<file path="src/design/lru_page_replacement_unit_macros.svh">
// assertion macros shared by the lru page replacement design
`ifndef LRU_PAGE_REPLACEMENT_UNIT_MACROS_SVH
`define LRU_PAGE_REPLACEMENT_UNIT_MACROS_SVH

`ifndef SYNTHESIS

// condition must hold at every edge outside reset
`define LRU_ASSERT_ALWAYS(label, clk, rst_n, cond) \
    label: assert property (@(posedge clk) disable iff (!(rst_n)) (cond)) \
        else $error("lru assertion failed");

// consequent must hold in the same cycle as the antecedent
`define LRU_ASSERT_SAME(label, clk, rst_n, ante, cons) \
    label: assert property (@(posedge clk) disable iff (!(rst_n)) (ante) |-> (cons)) \
        else $error("lru assertion failed");

// consequent must hold in the cycle after the antecedent
`define LRU_ASSERT_NEXT(label, clk, rst_n, ante, cons) \
    label: assert property (@(posedge clk) disable iff (!(rst_n)) (ante) |=> (cons)) \
        else $error("lru assertion failed");

`else

`define LRU_ASSERT_ALWAYS(label, clk, rst_n, cond)
`define LRU_ASSERT_SAME(label, clk, rst_n, ante, cons)
`define LRU_ASSERT_NEXT(label, clk, rst_n, ante, cons)

`endif

`endif

</file>
<file path="src/design/lru_pkg.sv">
package lru_pkg;

    // fixed field widths of the request and result
    localparam int PAGE_NUMBER_W = 16;
    localparam int CFG_W         = 4;
    localparam int COUNT_W       = 32;

    localparam logic [CFG_W-1:0]   FRAMES_IN_USE_RST = 4'd8;
    localparam logic [COUNT_W-1:0] COUNT_MAX         = 32'hFFFF_FFFF;

    // outcome of one reference, from the frame table to the result register
    typedef struct packed {
        logic                     hit;
        logic                     evicted_valid;
        logic [PAGE_NUMBER_W-1:0] evicted_page;
        logic [CFG_W-1:0]         resident_count;
    } t_frame_resp;

endpackage

</file>
<file path="src/design/lru_frame_table.sv">
`include "lru_page_replacement_unit_macros.svh"

module lru_frame_table #(
    parameter int MAX_FRAMES = 8,
    parameter int PAGE_BITS  = 16
) (
    input  logic                      i_clk,
    input  logic                      i_rst_n,
    input  logic                      i_req_valid,
    input  logic [PAGE_BITS-1:0]      i_req_page,
    input  logic [lru_pkg::CFG_W-1:0] i_frames_in_use,
    output lru_pkg::t_frame_resp      o_resp
);

    localparam int RANK_W = (MAX_FRAMES > 1) ? $clog2(MAX_FRAMES) : 1;
    localparam int CNT_W  = $clog2(MAX_FRAMES + 1);
    localparam int CMP_W  = (CNT_W > lru_pkg::CFG_W) ? CNT_W : lru_pkg::CFG_W;

    logic [PAGE_BITS-1:0]  r_page [MAX_FRAMES];
    logic [MAX_FRAMES-1:0] r_valid;
    logic [RANK_W-1:0]     r_rank [MAX_FRAMES];
    logic [CNT_W-1:0]      r_count;

    logic [MAX_FRAMES-1:0]     n_valid;
    logic [RANK_W-1:0]         n_rank [MAX_FRAMES];
    logic [CNT_W-1:0]          n_count;

    logic [MAX_FRAMES-1:0]     hit_vec;
    logic [MAX_FRAMES-1:0]     free_vec;
    logic [MAX_FRAMES-1:0]     lru_vec;
    logic [MAX_FRAMES-1:0]     slot_vec;
    logic [RANK_W-1:0]         hit_rank;
    logic [RANK_W-1:0]         lru_rank;
    logic [PAGE_BITS-1:0]      evict_page;
    logic [lru_pkg::CFG_W-1:0] limit;
    logic                      hit;
    logic                      full;
    logic                      evict;
    logic                      load;

    // tag compare, free slot search and lru pick, all in parallel
    always_comb begin
        logic free_found;
        free_found = 1'b0;
        lru_rank   = RANK_W'(r_count - CNT_W'(1));
        hit_rank   = '0;
        evict_page = '0;
        for (int i = 0; i < MAX_FRAMES; i++) begin
            hit_vec[i]  = r_valid[i] && (r_page[i] == i_req_page);
            lru_vec[i]  = r_valid[i] && (r_rank[i] == lru_rank);
            free_vec[i] = !r_valid[i] && !free_found;
            free_found  = free_found || !r_valid[i];
            hit_rank    = hit_rank | (hit_vec[i] ? r_rank[i] : '0);
            evict_page  = evict_page | (lru_vec[i] ? r_page[i] : '0);
        end
    end

    // a limit of zero acts as one, above the frame count the table itself caps it
    assign limit    = (i_frames_in_use == '0) ? lru_pkg::CFG_W'(1) : i_frames_in_use;
    assign full     = (CMP_W'(r_count) >= CMP_W'(limit))
                   || (r_count == CNT_W'(MAX_FRAMES));
    assign hit      = |hit_vec;
    assign evict    = !hit && full;
    assign load     = i_req_valid && !hit;
    assign slot_vec = evict ? lru_vec : free_vec;

    always_comb begin
        n_valid = r_valid | (load ? slot_vec : '0);
        n_count = (load && !evict) ? (r_count + CNT_W'(1)) : r_count;
        for (int i = 0; i < MAX_FRAMES; i++) begin
            n_rank[i] = r_rank[i];
            if (i_req_valid) begin
                if (hit) begin
                    if (hit_vec[i]) begin
                        n_rank[i] = '0;
                    end else if (r_valid[i] && (r_rank[i] < hit_rank)) begin
                        n_rank[i] = r_rank[i] + RANK_W'(1);
                    end
                end else begin
                    if (slot_vec[i]) begin
                        n_rank[i] = '0;
                    end else if (r_valid[i]) begin
                        n_rank[i] = r_rank[i] + RANK_W'(1);
                    end
                end
            end
        end
    end

    always_ff @(posedge i_clk) begin
        if (!i_rst_n) begin
            r_valid <= '0;
            r_count <= '0;
            for (int i = 0; i < MAX_FRAMES; i++) begin
                r_rank[i] <= '0;
            end
        end else begin
            r_valid <= n_valid;
            r_count <= n_count;
            for (int i = 0; i < MAX_FRAMES; i++) begin
                r_rank[i] <= n_rank[i];
            end
        end
    end

    // page tags: only read behind their valid bit
    always_ff @(posedge i_clk) begin
        for (int i = 0; i < MAX_FRAMES; i++) begin
            if (load && slot_vec[i]) begin
                r_page[i] <= i_req_page;
            end
        end
    end

    assign o_resp.hit            = hit;
    assign o_resp.evicted_valid  = evict;
    assign o_resp.evicted_page   = evict ? lru_pkg::PAGE_NUMBER_W'(evict_page) : '0;
    assign o_resp.resident_count = lru_pkg::CFG_W'(n_count);

    // resident pages are distinct, so at most one tag matches
    `LRU_ASSERT_ALWAYS(a_single_hit, i_clk, i_rst_n, $onehot0(hit_vec))
    // an eviction always finds exactly one least recent frame
    `LRU_ASSERT_SAME(a_lru_unique, i_clk, i_rst_n, i_req_valid && evict, $onehot(lru_vec))
    // a fill without eviction always has a free frame to go to
    `LRU_ASSERT_SAME(a_free_slot, i_clk, i_rst_n, load && !evict, $onehot(free_vec))
    // the occupancy count tracks the valid bits
    `LRU_ASSERT_ALWAYS(a_count_match, i_clk, i_rst_n,
        $countones(r_valid) == int'(r_count))

endmodule

</file>
<file path="src/design/lru_page_replacement_unit.sv">
// lru page replacement unit: one page reference in, one result out
// path: a taken request is held in the request register, looked up in the frame table,
// and its result leaves the result register with o_done high
// throughput: one request every cycle, set by the tag compare and rank update
// the receiver cannot stall, busy is never raised; i_rst_n is synchronous, active low
// reset empties every frame, clears both totals and sets the frame limit to eight
`include "lru_page_replacement_unit_macros.svh"

module lru_page_replacement_unit #(
    parameter int MAX_FRAMES = 8,
    parameter int PAGE_BITS  = 16
) (
    input  logic                              i_clk,
    input  logic                              i_rst_n,
    // request channel
    input  logic                              start,
    output logic                              busy,
    input  logic [lru_pkg::PAGE_NUMBER_W-1:0] i_page_number,
    // frame limit register
    input  logic                              i_cfg_valid,
    output logic                              o_cfg_ready,
    input  logic [lru_pkg::CFG_W-1:0]         i_cfg_data,
    // result channel
    output logic                              o_done,
    output logic                              o_hit,
    output logic                              o_evicted_valid,
    output logic [lru_pkg::PAGE_NUMBER_W-1:0] o_evicted_page,
    output logic [lru_pkg::CFG_W-1:0]         o_resident_count,
    output logic [lru_pkg::COUNT_W-1:0]       o_fault_count,
    output logic [lru_pkg::COUNT_W-1:0]       o_hit_count
);

    // limit register
    logic [lru_pkg::CFG_W-1:0]   r_frames_in_use;
    // request register
    logic                        r_req_valid;
    logic [PAGE_BITS-1:0]        r_req_page;
    // result register
    logic                        r_done;
    lru_pkg::t_frame_resp        r_resp;
    // running totals, saturating
    logic [lru_pkg::COUNT_W-1:0] r_fault_total;
    logic [lru_pkg::COUNT_W-1:0] r_hit_total;
    logic [lru_pkg::COUNT_W-1:0] n_fault_total;
    logic [lru_pkg::COUNT_W-1:0] n_hit_total;

    lru_pkg::t_frame_resp        resp;
    logic                        req_take;

    // every stage moves each cycle, so a request can always be taken
    assign busy        = 1'b0;
    assign o_cfg_ready = 1'b1;
    assign req_take    = start && !busy;

    always_ff @(posedge i_clk) begin
        if (!i_rst_n) begin
            r_frames_in_use <= lru_pkg::FRAMES_IN_USE_RST;
        end else if (i_cfg_valid && o_cfg_ready) begin
            r_frames_in_use <= i_cfg_data;
        end
    end

    // request register: page number reduced to the stored tag width
    always_ff @(posedge i_clk) begin
        if (!i_rst_n) begin
            r_req_valid <= 1'b0;
        end else begin
            r_req_valid <= req_take;
        end
    end

    always_ff @(posedge i_clk) begin
        if (req_take) begin
            r_req_page <= PAGE_BITS'(i_page_number);
        end
    end

    // lookup, lru choice and recency update for the registered request
    lru_frame_table #(
        .MAX_FRAMES (MAX_FRAMES),
        .PAGE_BITS  (PAGE_BITS)
    ) u_frame_table (
        .i_clk           (i_clk),
        .i_rst_n         (i_rst_n),
        .i_req_valid     (r_req_valid),
        .i_req_page      (r_req_page),
        .i_frames_in_use (r_frames_in_use),
        .o_resp          (resp)
    );

    // totals move in step with the result register
    always_comb begin
        n_fault_total = r_fault_total;
        n_hit_total   = r_hit_total;
        if (r_req_valid) begin
            if (resp.hit) begin
                if (r_hit_total != lru_pkg::COUNT_MAX) begin
                    n_hit_total = r_hit_total + lru_pkg::COUNT_W'(1);
                end
            end else begin
                if (r_fault_total != lru_pkg::COUNT_MAX) begin
                    n_fault_total = r_fault_total + lru_pkg::COUNT_W'(1);
                end
            end
        end
    end

    always_ff @(posedge i_clk) begin
        if (!i_rst_n) begin
            r_done        <= 1'b0;
            r_fault_total <= '0;
            r_hit_total   <= '0;
        end else begin
            r_done        <= r_req_valid;
            r_fault_total <= n_fault_total;
            r_hit_total   <= n_hit_total;
        end
    end

    always_ff @(posedge i_clk) begin
        if (r_req_valid) begin
            r_resp <= resp;
        end
    end

    // the totals are read straight from their registers while the strobe is up
    assign o_done           = r_done;
    assign o_hit            = r_resp.hit;
    assign o_evicted_valid  = r_resp.evicted_valid;
    assign o_evicted_page   = r_resp.evicted_page;
    assign o_resident_count = r_resp.resident_count;
    assign o_fault_count    = r_fault_total;
    assign o_hit_count      = r_hit_total;

    // every registered request raises the result strobe through the result register
    `LRU_ASSERT_NEXT(a_req_to_done, i_clk, i_rst_n, r_req_valid, r_done)
    // the strobe is never raised without a request behind it
    `LRU_ASSERT_NEXT(a_no_spurious_done, i_clk, i_rst_n, !r_req_valid, !r_done)
    // on a hit the hit total advances and the fault total holds, unless the hit total is saturated
    `LRU_ASSERT_NEXT(a_hit_total_step, i_clk, i_rst_n,
        r_req_valid && resp.hit && (r_hit_total != lru_pkg::COUNT_MAX),
        (r_hit_total == $past(r_hit_total) + lru_pkg::COUNT_W'(1))
            && $stable(r_fault_total))
    // an eviction only ever comes with a fault
    `LRU_ASSERT_SAME(a_evict_on_fault, i_clk, i_rst_n,
        o_done && o_evicted_valid, !o_hit)

endmodule
</file>
<file path="config.mk">
export PLATFORM = sky130hd
export DESIGN_NAME = lru_page_replacement_unit
export DESIGN_NICKNAME = d
export VERILOG_FILES = /design/src/design/lru_pkg.sv /design/src/design/lru_frame_table.sv /design/src/design/lru_page_replacement_unit.sv
export VERILOG_INCLUDE_DIRS = /design/src /design/src/design
export SDC_FILE = /design/constraint.sdc
export NUM_CORES = 1
export LEC_CHECK = 0
export BUFFER_PORTS_ARGS = -buffer_cell sky130_fd_sc_hd__clkbuf_2
export CORE_MARGIN = 2
export CORE_UTILIZATION = 64
export CTS_CLUSTER_DIAMETER = 30
export DETAILED_ROUTE_END_ITERATION = 7
export PLACE_DENSITY = 0.91
export SLEW_MARGIN = 20
export SYNTH_ARGS = -nofsm -noshare
export SYNTH_HDL_FRONTEND = slang
export SYNTH_SLANG_ARGS = --single-unit
export TNS_END_PERCENT = 10
</file>
<file path="constraint.sdc">
create_clock -name i_clk -period 8.2 [get_ports i_clk]
set_input_delay 0.82 -clock i_clk [delete_from_list [all_inputs] [get_ports i_clk]]
set_output_delay 0.82 -clock i_clk [all_outputs]
set_load 0.05 [all_outputs]
</file>
==> summary.txt, run 1 <==
Timing
  – Worst-Margin Slew: around 1.1 ns
  – F_max: between 0.15 and 0.2 GHz
  – Fin crit share: 0.648
  – Slew HR: 0.279
  – Setup Viol. Count Final: 0
  – Min Clock Period, post-route: about 5.3 ns
  – Sum of negative setup slack: 0 ns
  – Final Slew Violations: 0
  – Final Hold Vio Count: 0
  – Final clock skew: approximately 0.043 ns
  – Minimum hold slack: about 0.43 ns
  – RSZ-0062 raised after global routing: false

GRT
  – Tot GR Track Use: 0.404
  – Largest net degree at the start of global routing: between 80 and 90
  – Number of global-route vias before repair: 12100
  – First-pass GRT wire length: ~73000 um
  – Global route overflow: 0
  – Initial antenna violation count: 1

Synth
  – Post-synthesis average cell area: between 10 and 15 um^2
  – Number of synthesized flops with an enable pin: around 170
  – Primary FF master, synth: edfxtp_1
  – Seq cells post-synth: 272
  – Area contributors post-synth: edfxtp_1 35%, dfxtp_1 15%, xor2_1 7.6%
  – Part of the Yosys area used for sequential elements: 0.494
  – Yosys top cell by area: edfxtp_1
  – Yosys warns: 0
  – Synth Instances: about 1400
  – Most used standard cell by instance count after synthesis: edfxtp_1
  – Mapped Area: 0.0144 mm^2
  – Synth unique cells: between 70 and 80
  – Synth top area share: 0.346
  – Synth top cells by count: 166 x edfxtp_1, 125 x xor2_1, 106 x dfxtp_1
  – Async S/R FF share, synth: 0
  – Syn_nets: between 1000 and 1500

Worst setup path
  – CP Launch Type: register
  – Worst reg2reg path depth: 9
  – Setup CP Type: register to register
  – Crit path capture type: register
  – Crit path DAT: 5.49 ns
  – CP required: approximately 8.4 ns
  – CP Max Fanout: 21

Floorplanning
  – Starting Density: 0.656
  – DIE WIDTH: 154 um
  – Cell row count: 54
  – Die Height: roughly 150 um
  – Die Area: 0.0237 mm^2
  – CORE AREA: 0.0220 mm^2
  – I/O pin total: between 100 and 150

Power
  – Comb power frac: 0.057
  – Int Pwr: 0.00287 W
  – PwrDens: ~230 mW/mm^2
  – Switching part of the total power: 0.249
  – Clock network power share: 0.545
  – Psw: 0.000954 W
  – VDD IR max: ~0.28 mV
  – Leakage: around 5.9 nW
  – Sequential share of power: 0.398

Routing
  – WL per Instance: about 27 um
  – Via density: between 6 and 7
  – Final wirelength: 48600 um
  – Drc violations: 0
  – Via count: approximately 13000
  – Remaining antenna violation count after routing: 0
  – Drt first pass iters: 7
  – DR iter-0 viols: between 1500 and 2000

Final layout
  – Multi-input gate area: 0.00686 mm^2
  – Final nets: 1520
  – Area growth, synth to finish: 17.8%
  – Reg area: just over 0.007 mm^2
  – Final Cell Area: around 0.017 mm^2
  – Filler cells: about 1400
  – Fraction of layout cells with a size suffix above 1: 0.172

Min path
  – Hold Crit Class: primary input to register
  – Hold Crit Depth: 1

Job
  – Max cap viols: 0

Outcome
  – Status: complete, no violations

Place
  – IO buf count: 110
  – Detailed Place HPWL: about 34000 um
  – Placed cell areas: between 0.015 and 0.02 mm^2
  – RD Place Congestion: slightly above 1

Clock network
  – Postcts setup bufs: 0
  – Inserted Clock Buffers: 48
  – Clock transition at the registers of the reported paths: 0.06 ns
  – Longest Clk Path Bufs: 3
  – Hold_buf cts: 0
  – CTS tree: built
  – H-tree levels: 2
  – Clk Latency, worst-skew pair: ~0.57 ns
  – Resized cells post-CTS: 0
  – Root Driver: clkbuf_16
  – Total clock sinks: around 270
-- cells in the final DEF, fill, tap and decap left out, types with 7 or more instances in the layout --
master	Yosys	layout
ha_1	17	17
a31oi_1	18	18
maj3_2	7	7
inv_1	52	52
or4_1	7	7
inv_6	0	9
a22oi_1	33	33
o22ai_1	13	13
nor2_1	40	39
a21boi_0	13	13
nor4_1	42	38
nor3_1	36	36
xnor2_1	72	72
a21boi_1	7	7
and2_1	56	56
clkinv_4	0	7
o21a_1	8	8
nand2b_1	14	14
nand4_1	67	67
nand3_1	49	49
nor2b_1	9	9
mux2i_1	7	7
nor4_2	4	7
a21oi_1	21	16
a22o_1	17	17
a221oi_1	16	16
or3_1	30	30
o21ai_1	14	14
and3_1	15	15
o32ai_1	8	8
clkbuf_2	0	109
buf_4	3	23
nand2_1	81	81
edfxtp_1	166	166
xor2_1	125	125
o21ai_0	32	32
dfxtp_1	106	105
clkbuf_16	0	49
and4_1	13	13
-- stage by stage --
step                      total power (W)  utilization  instances  setup slack (ns)
after floorplan                   0.00168            -       1370              4.18
after global placement            0.00175        0.693       1709              2.97
after detailed placement          0.00176        0.693       1709              2.86
after CTS                         0.00383        0.771       1799              2.82
after global routing              0.00391        0.772       1799              2.64
final                             0.00383        0.772       1800              2.89
-- final cells by class --
class	count	share of cell area
multi-input cells	973	0.405
clock inverters	36	0.0269
flip-flops and latches	272	0.419
repair buffers	132	0.0423
inverters	52	0.0115
clock buffers	54	0.0746
well taps	280	0.0207
diodes	1	0.000148
-- sequential cells by signal, indices dropped and copies added, names as in the netlist, 4 cells and up --
name	flops
u_frame_table.r_page	128
o_resident_count	4
o_fault_count	32
u_frame_table.r_valid	8
u_frame_table.r_rank	24
o_hit_count	32
u_frame_table.r_count	4
r_req_page	16
r_frames_in_use	4
o_evicted_page	16
-- per-layer routing --
layer / global-route usage / share of wire / vias up
li1: - / - / 5371
met4: 0.201 / 0.055 / 0
met2: 0.647 / 0.46 / 946
met5: 0 / 0 / -
met3: 0.0984 / 0.12 / 192
met1: 0.516 / 0.37 / 6040
-- power by group through the flow --
stage / logic, W / clock network, W / registers (W)
final: 0.000217 / 0.00209 / 0.00152
after global routing: 0.000226 / 0.00216 / 0.00153
after CTS: 0.000209 / 0.00209 / 0.00152
after detailed placement: 0.000208 / 0 / 0.00155
after global placement: 0.000205 / 0 / 0.00155
after floorplan: 0.000142 / 0 / 0.00154
-- final timing paths --
path,slack [ns],startpoint,to
max,2.89,r_req_page[1],u_frame_table.r_page[1][19]
min,0.43,i_page_number[8],r_req_page[8]
max reg2reg,2.89,r_req_page[1],u_frame_table.r_page[1][19]
min reg2reg,0.49,o_fault_count[30],o_fault_count[30]
-- kinds of logic after synthesis --
group,synth area share
multiplexers,0.00565
AND/OR/NAND/NOR,0.191
adder cells (fa/ha/maj),0.0244
buffers and inverters,0.0354
AO/OA/AOI/OAI,0.130
other,0.000522
flip-flops,0.494
XOR/XNOR,0.120
-- worst max-delay path: stages (launching register included) --
cell      delay (ns)
edfxtp_1        0.82
xor2_1          0.31
nor4_1          0.81
nand3_1         0.19
o22a_1          0.25
and4_1          0.30
nand2_1         0.75
inv_1           0.39
or3_1           0.49
a21oi_4         0.59
Note: power is estimated with default switching activity, not from simulation.
==> run 2: changes to the inputs <==
--- a/config.mk
+++ b/config.mk
@@ -8,10 +8,10 @@
 export LEC_CHECK = 0
 export BUFFER_PORTS_ARGS = -buffer_cell sky130_fd_sc_hd__clkbuf_2
 export CORE_MARGIN = 2
-export CORE_UTILIZATION = 64
+export CORE_UTILIZATION = 61
 export CTS_CLUSTER_DIAMETER = 30
 export DETAILED_ROUTE_END_ITERATION = 7
-export PLACE_DENSITY = 0.91
+export PLACE_DENSITY = 0.88
 export SLEW_MARGIN = 20
 export SYNTH_ARGS = -nofsm -noshare
 export SYNTH_HDL_FRONTEND = slang
==> constraint.sdc (replaced) <==
create_clock -name i_clk -period 4.95 [get_ports i_clk]
set_input_delay 0.495 -clock i_clk [delete_from_list [all_inputs] [get_ports i_clk]]
set_output_delay 0.495 -clock i_clk [all_outputs]
set_load 0.05 [all_outputs]
==> summary.txt, run 2 (synthesis results as in run 1) <==
Worst setup path
  – Worst reg2reg path depth: 11 (was 9)
  – R2R Path End: o_hit_count[25] (was u_frame_table.r_page[1][19])
  – Worst reg-to-reg setup slack: 0.57 ns (was 2.89 ns)
  – CP Launch Type: register (unchanged)
  – CP Max Fanout: 17 (was 21)
  – Max stage delay on crit path: 0.78 ns (was 0.82 ns)
  – Setup CP Type: register to register (unchanged)
  – Critical path origin: r_req_page[9] (was r_req_page[1])
  – Worst r2r src: r_req_page[9] (was r_req_page[1])
  – CP Cell Sequence: xor2_1, nor4_1, nand3_1, o22a_1, nand4_1, buf_4, and3_1, nand3_1, nor4_1, xor2_1, and2_1 (was xor2_1, nor4_1, nand3_1, o22a_1, and4_1, nand2_1, inv_1, or3_1, a21oi_4)
  – Crit path capture type: register (unchanged)
  – Slowest CP cell: nor4_1 (was edfxtp_1)
  – Critical Path Sink: o_hit_count[25] (was u_frame_table.r_page[1][19])
  – Crit path DAT: 4.80 ns (was 5.49 ns)
  – CP required: 5.37 ns (was 8.37 ns)

Final layout
  – Commonest non-fill, non-tap cell in the layout: edfxtp_1 (unchanged)
  – Area growth, synth to finish: 18.0% (was 17.8%)
  – Most flops, register: u_frame_table.r_page (unchanged)
  – Most frequent cells in the layout: 166 x edfxtp_1, 125 x xor2_1, 109 x clkbuf_2, 105 x dfxtp_1, 81 x nand2_1 (unchanged)
  – Final nets: 1529 (was 1520)
  – N_diodes: 0 (was 1)
  – Filler cells: 1580 (was 1375)
  – Max reg flops: 128 (unchanged)
  – Fraction of layout cells with a size suffix above 1: 0.173 (was 0.172)
  – Finished Core Util: 0.728 (was 0.772)

GRT
  – Initial antenna violation count: 0 (was 1)
  – First-pass GRT wire length: 70400 um (was 72500 um)
  – Global route overflow: 0 (unchanged)
  – Largest net degree at the start of global routing: 129 (was 82)
  – Number of global-route vias before repair: 11900 (was 12100)
  – Tot GR Track Use: 0.379 (was 0.404)

Place
  – Detailed Place HPWL: 32500 um (was 33800 um)
  – Post-Place Worst Slack: 0.848 ns (was 2.86 ns)
  – IO buf count: 110 (unchanged)
  – RD Place Congestion: 1.13 (was 1.02)

Outcome
  – Status: complete, no violations (unchanged)

Routing
  – Remaining antenna violation count after routing: 0 (unchanged)
  – DR iter-0 viols: 1654 (was 1849)
  – Via count: 12400 (was 12500)
  – Drt first pass iters: 6 (was 7)
  – Drc violations: 0 (unchanged)
  – WL per Instance: 25.5 um (was 27.0 um)
  – Via density: 6.72 (was 6.97)
  – Final wirelength: 47100 um (was 48600 um)

Power
  – PwrDens: 367 mW/mm^2 (was 226 mW/mm^2)
  – VDD IR max: 0.364 mV (was 0.282 mV)
  – Leakage: 5.94 nW (was 5.93 nW)

Timing
  – Final clock skew: 0.0294 ns (was 0.0431 ns)
  – Fin crit share: 0.885 (was 0.648)
  – Slew HR: 0.265 (was 0.279)
  – Min Clock Period, post-route: 4.38 ns (was 5.31 ns)
  – F_max: 0.228 GHz (was 0.188 GHz)
  – RSZ-0062 raised after global routing: false (unchanged)
  – Sum of negative setup slack: 0 ns (unchanged)
  – Final Slew Violations: 0 (unchanged)
  – Final Hold Vio Count: 0 (unchanged)
  – Final WS setup: 0.571 ns (was 2.89 ns)
  – Worst-Margin Slew: 1.10 ns (was 1.08 ns)
  – Setup Viol. Count Final: 0 (unchanged)

Clock network
  – CTS tree: built (unchanged)
  – Root Driver: clkbuf_16 (unchanged)
  – Inserted Clock Buffers: 48 (unchanged)
  – Clock transition at the registers of the reported paths: 0.06 ns (about the same)
  – Longest Clk Path Bufs: 3 (unchanged)
  – Hold_buf cts: 0 (unchanged)
  – Postcts setup bufs: 0 (unchanged)
  – Total clock sinks: 272 (unchanged)
  – Resized cells post-CTS: 0 (unchanged)
  – H-tree levels: 2 (unchanged)
  – Clk Latency, worst-skew pair: 0.55 ns (was 0.57 ns)

Floorplanning
  – Die Area: 0.0248 mm^2 (was 0.0237 mm^2)
  – CORE AREA: 0.0233 mm^2 (was 0.0220 mm^2)
  – Cell row count: 56 (was 54)
  – Die Height: 158 um (was 154 um)
  – I/O pin total: 113 (unchanged)
  – DIE WIDTH: 158 um (was 154 um)
  – Starting Density: 0.617 (was 0.656)

Job
  – Max cap viols: 0 (unchanged)

Min path
  – Hold Crit Class: primary input to register (unchanged)
## run 2: worst max-delay path, delay by kind of cell, from the launching register on
kind,cells,cell delay [ns]
AO/OA/AOI/OAI,1,0.30
XOR/XNOR,2,0.42
buffers and inverters,1,0.23
flip-flops,1,0.75
AND/OR/NAND/NOR,7,2.54
## run 2: worst min path at each step
stage	slack, ns	to	start	cells after the start
after floorplan	0.47	u_frame_table.r_rank[0][11]	u_frame_table.r_rank[0][11]	2
after global placement	0.47	o_fault_count[30]	o_fault_count[30]	2
after detailed placement	0.50	o_fault_count[23]	o_fault_count[23]	2
after CTS	0.11	r_req_page[15]	i_page_number[15]	1
after global routing	0.11	r_req_page[12]	i_page_number[12]	1
final	0.11	r_req_page[15]	i_page_number[15]	1
## run 2: cell type report
cell class / count / area [um^2] / area share
inverters: 52 / 195 / 0.0115
clock buffers: 55 / 1280 / 0.0753
clock inverters: 32 / 378 / 0.0222
multi-input cells: 973 / 6840 / 0.403
flip-flops and latches: 272 / 7110 / 0.418
repair buffers: 141 / 786 / 0.0463
well taps: 319 / 399 / 0.0235
## run 2: per-stage QoR
step	cells	power, W	hold slack, ns	instance area (um^2)
global placement	1757	0.00291	0.469	15300
floorplan	1370	0.00278	0.472	14400
finish	1844	0.00624	0.115	17000
global route	1844	0.00637	0.113	17000
CTS	1844	0.00625	0.106	17000
detailed placement	1757	0.00292	0.499	15300
## run 2: report_power, final
group | internal, W | switching, W | leakage, nW
combinational | 0.000105 | 0.000254 | 2.75
sequential | 0.00245 | 0.0000831 | 2.39
clock | 0.00215 | 0.00120 | 0.798
total | 0.00470 | 0.00154 | 5.94
## run 2: routing by layer
metal / up-vias / global-route usage / wire length (um)
li1: 5388 / - / -
met1: 5934 / 0.466 / 17300
met2: 853 / 0.623 / 22300
met3: 214 / 0.0739 / 4470
met4: 0 / 0.221 / 2990
met5: - / 0 / 0
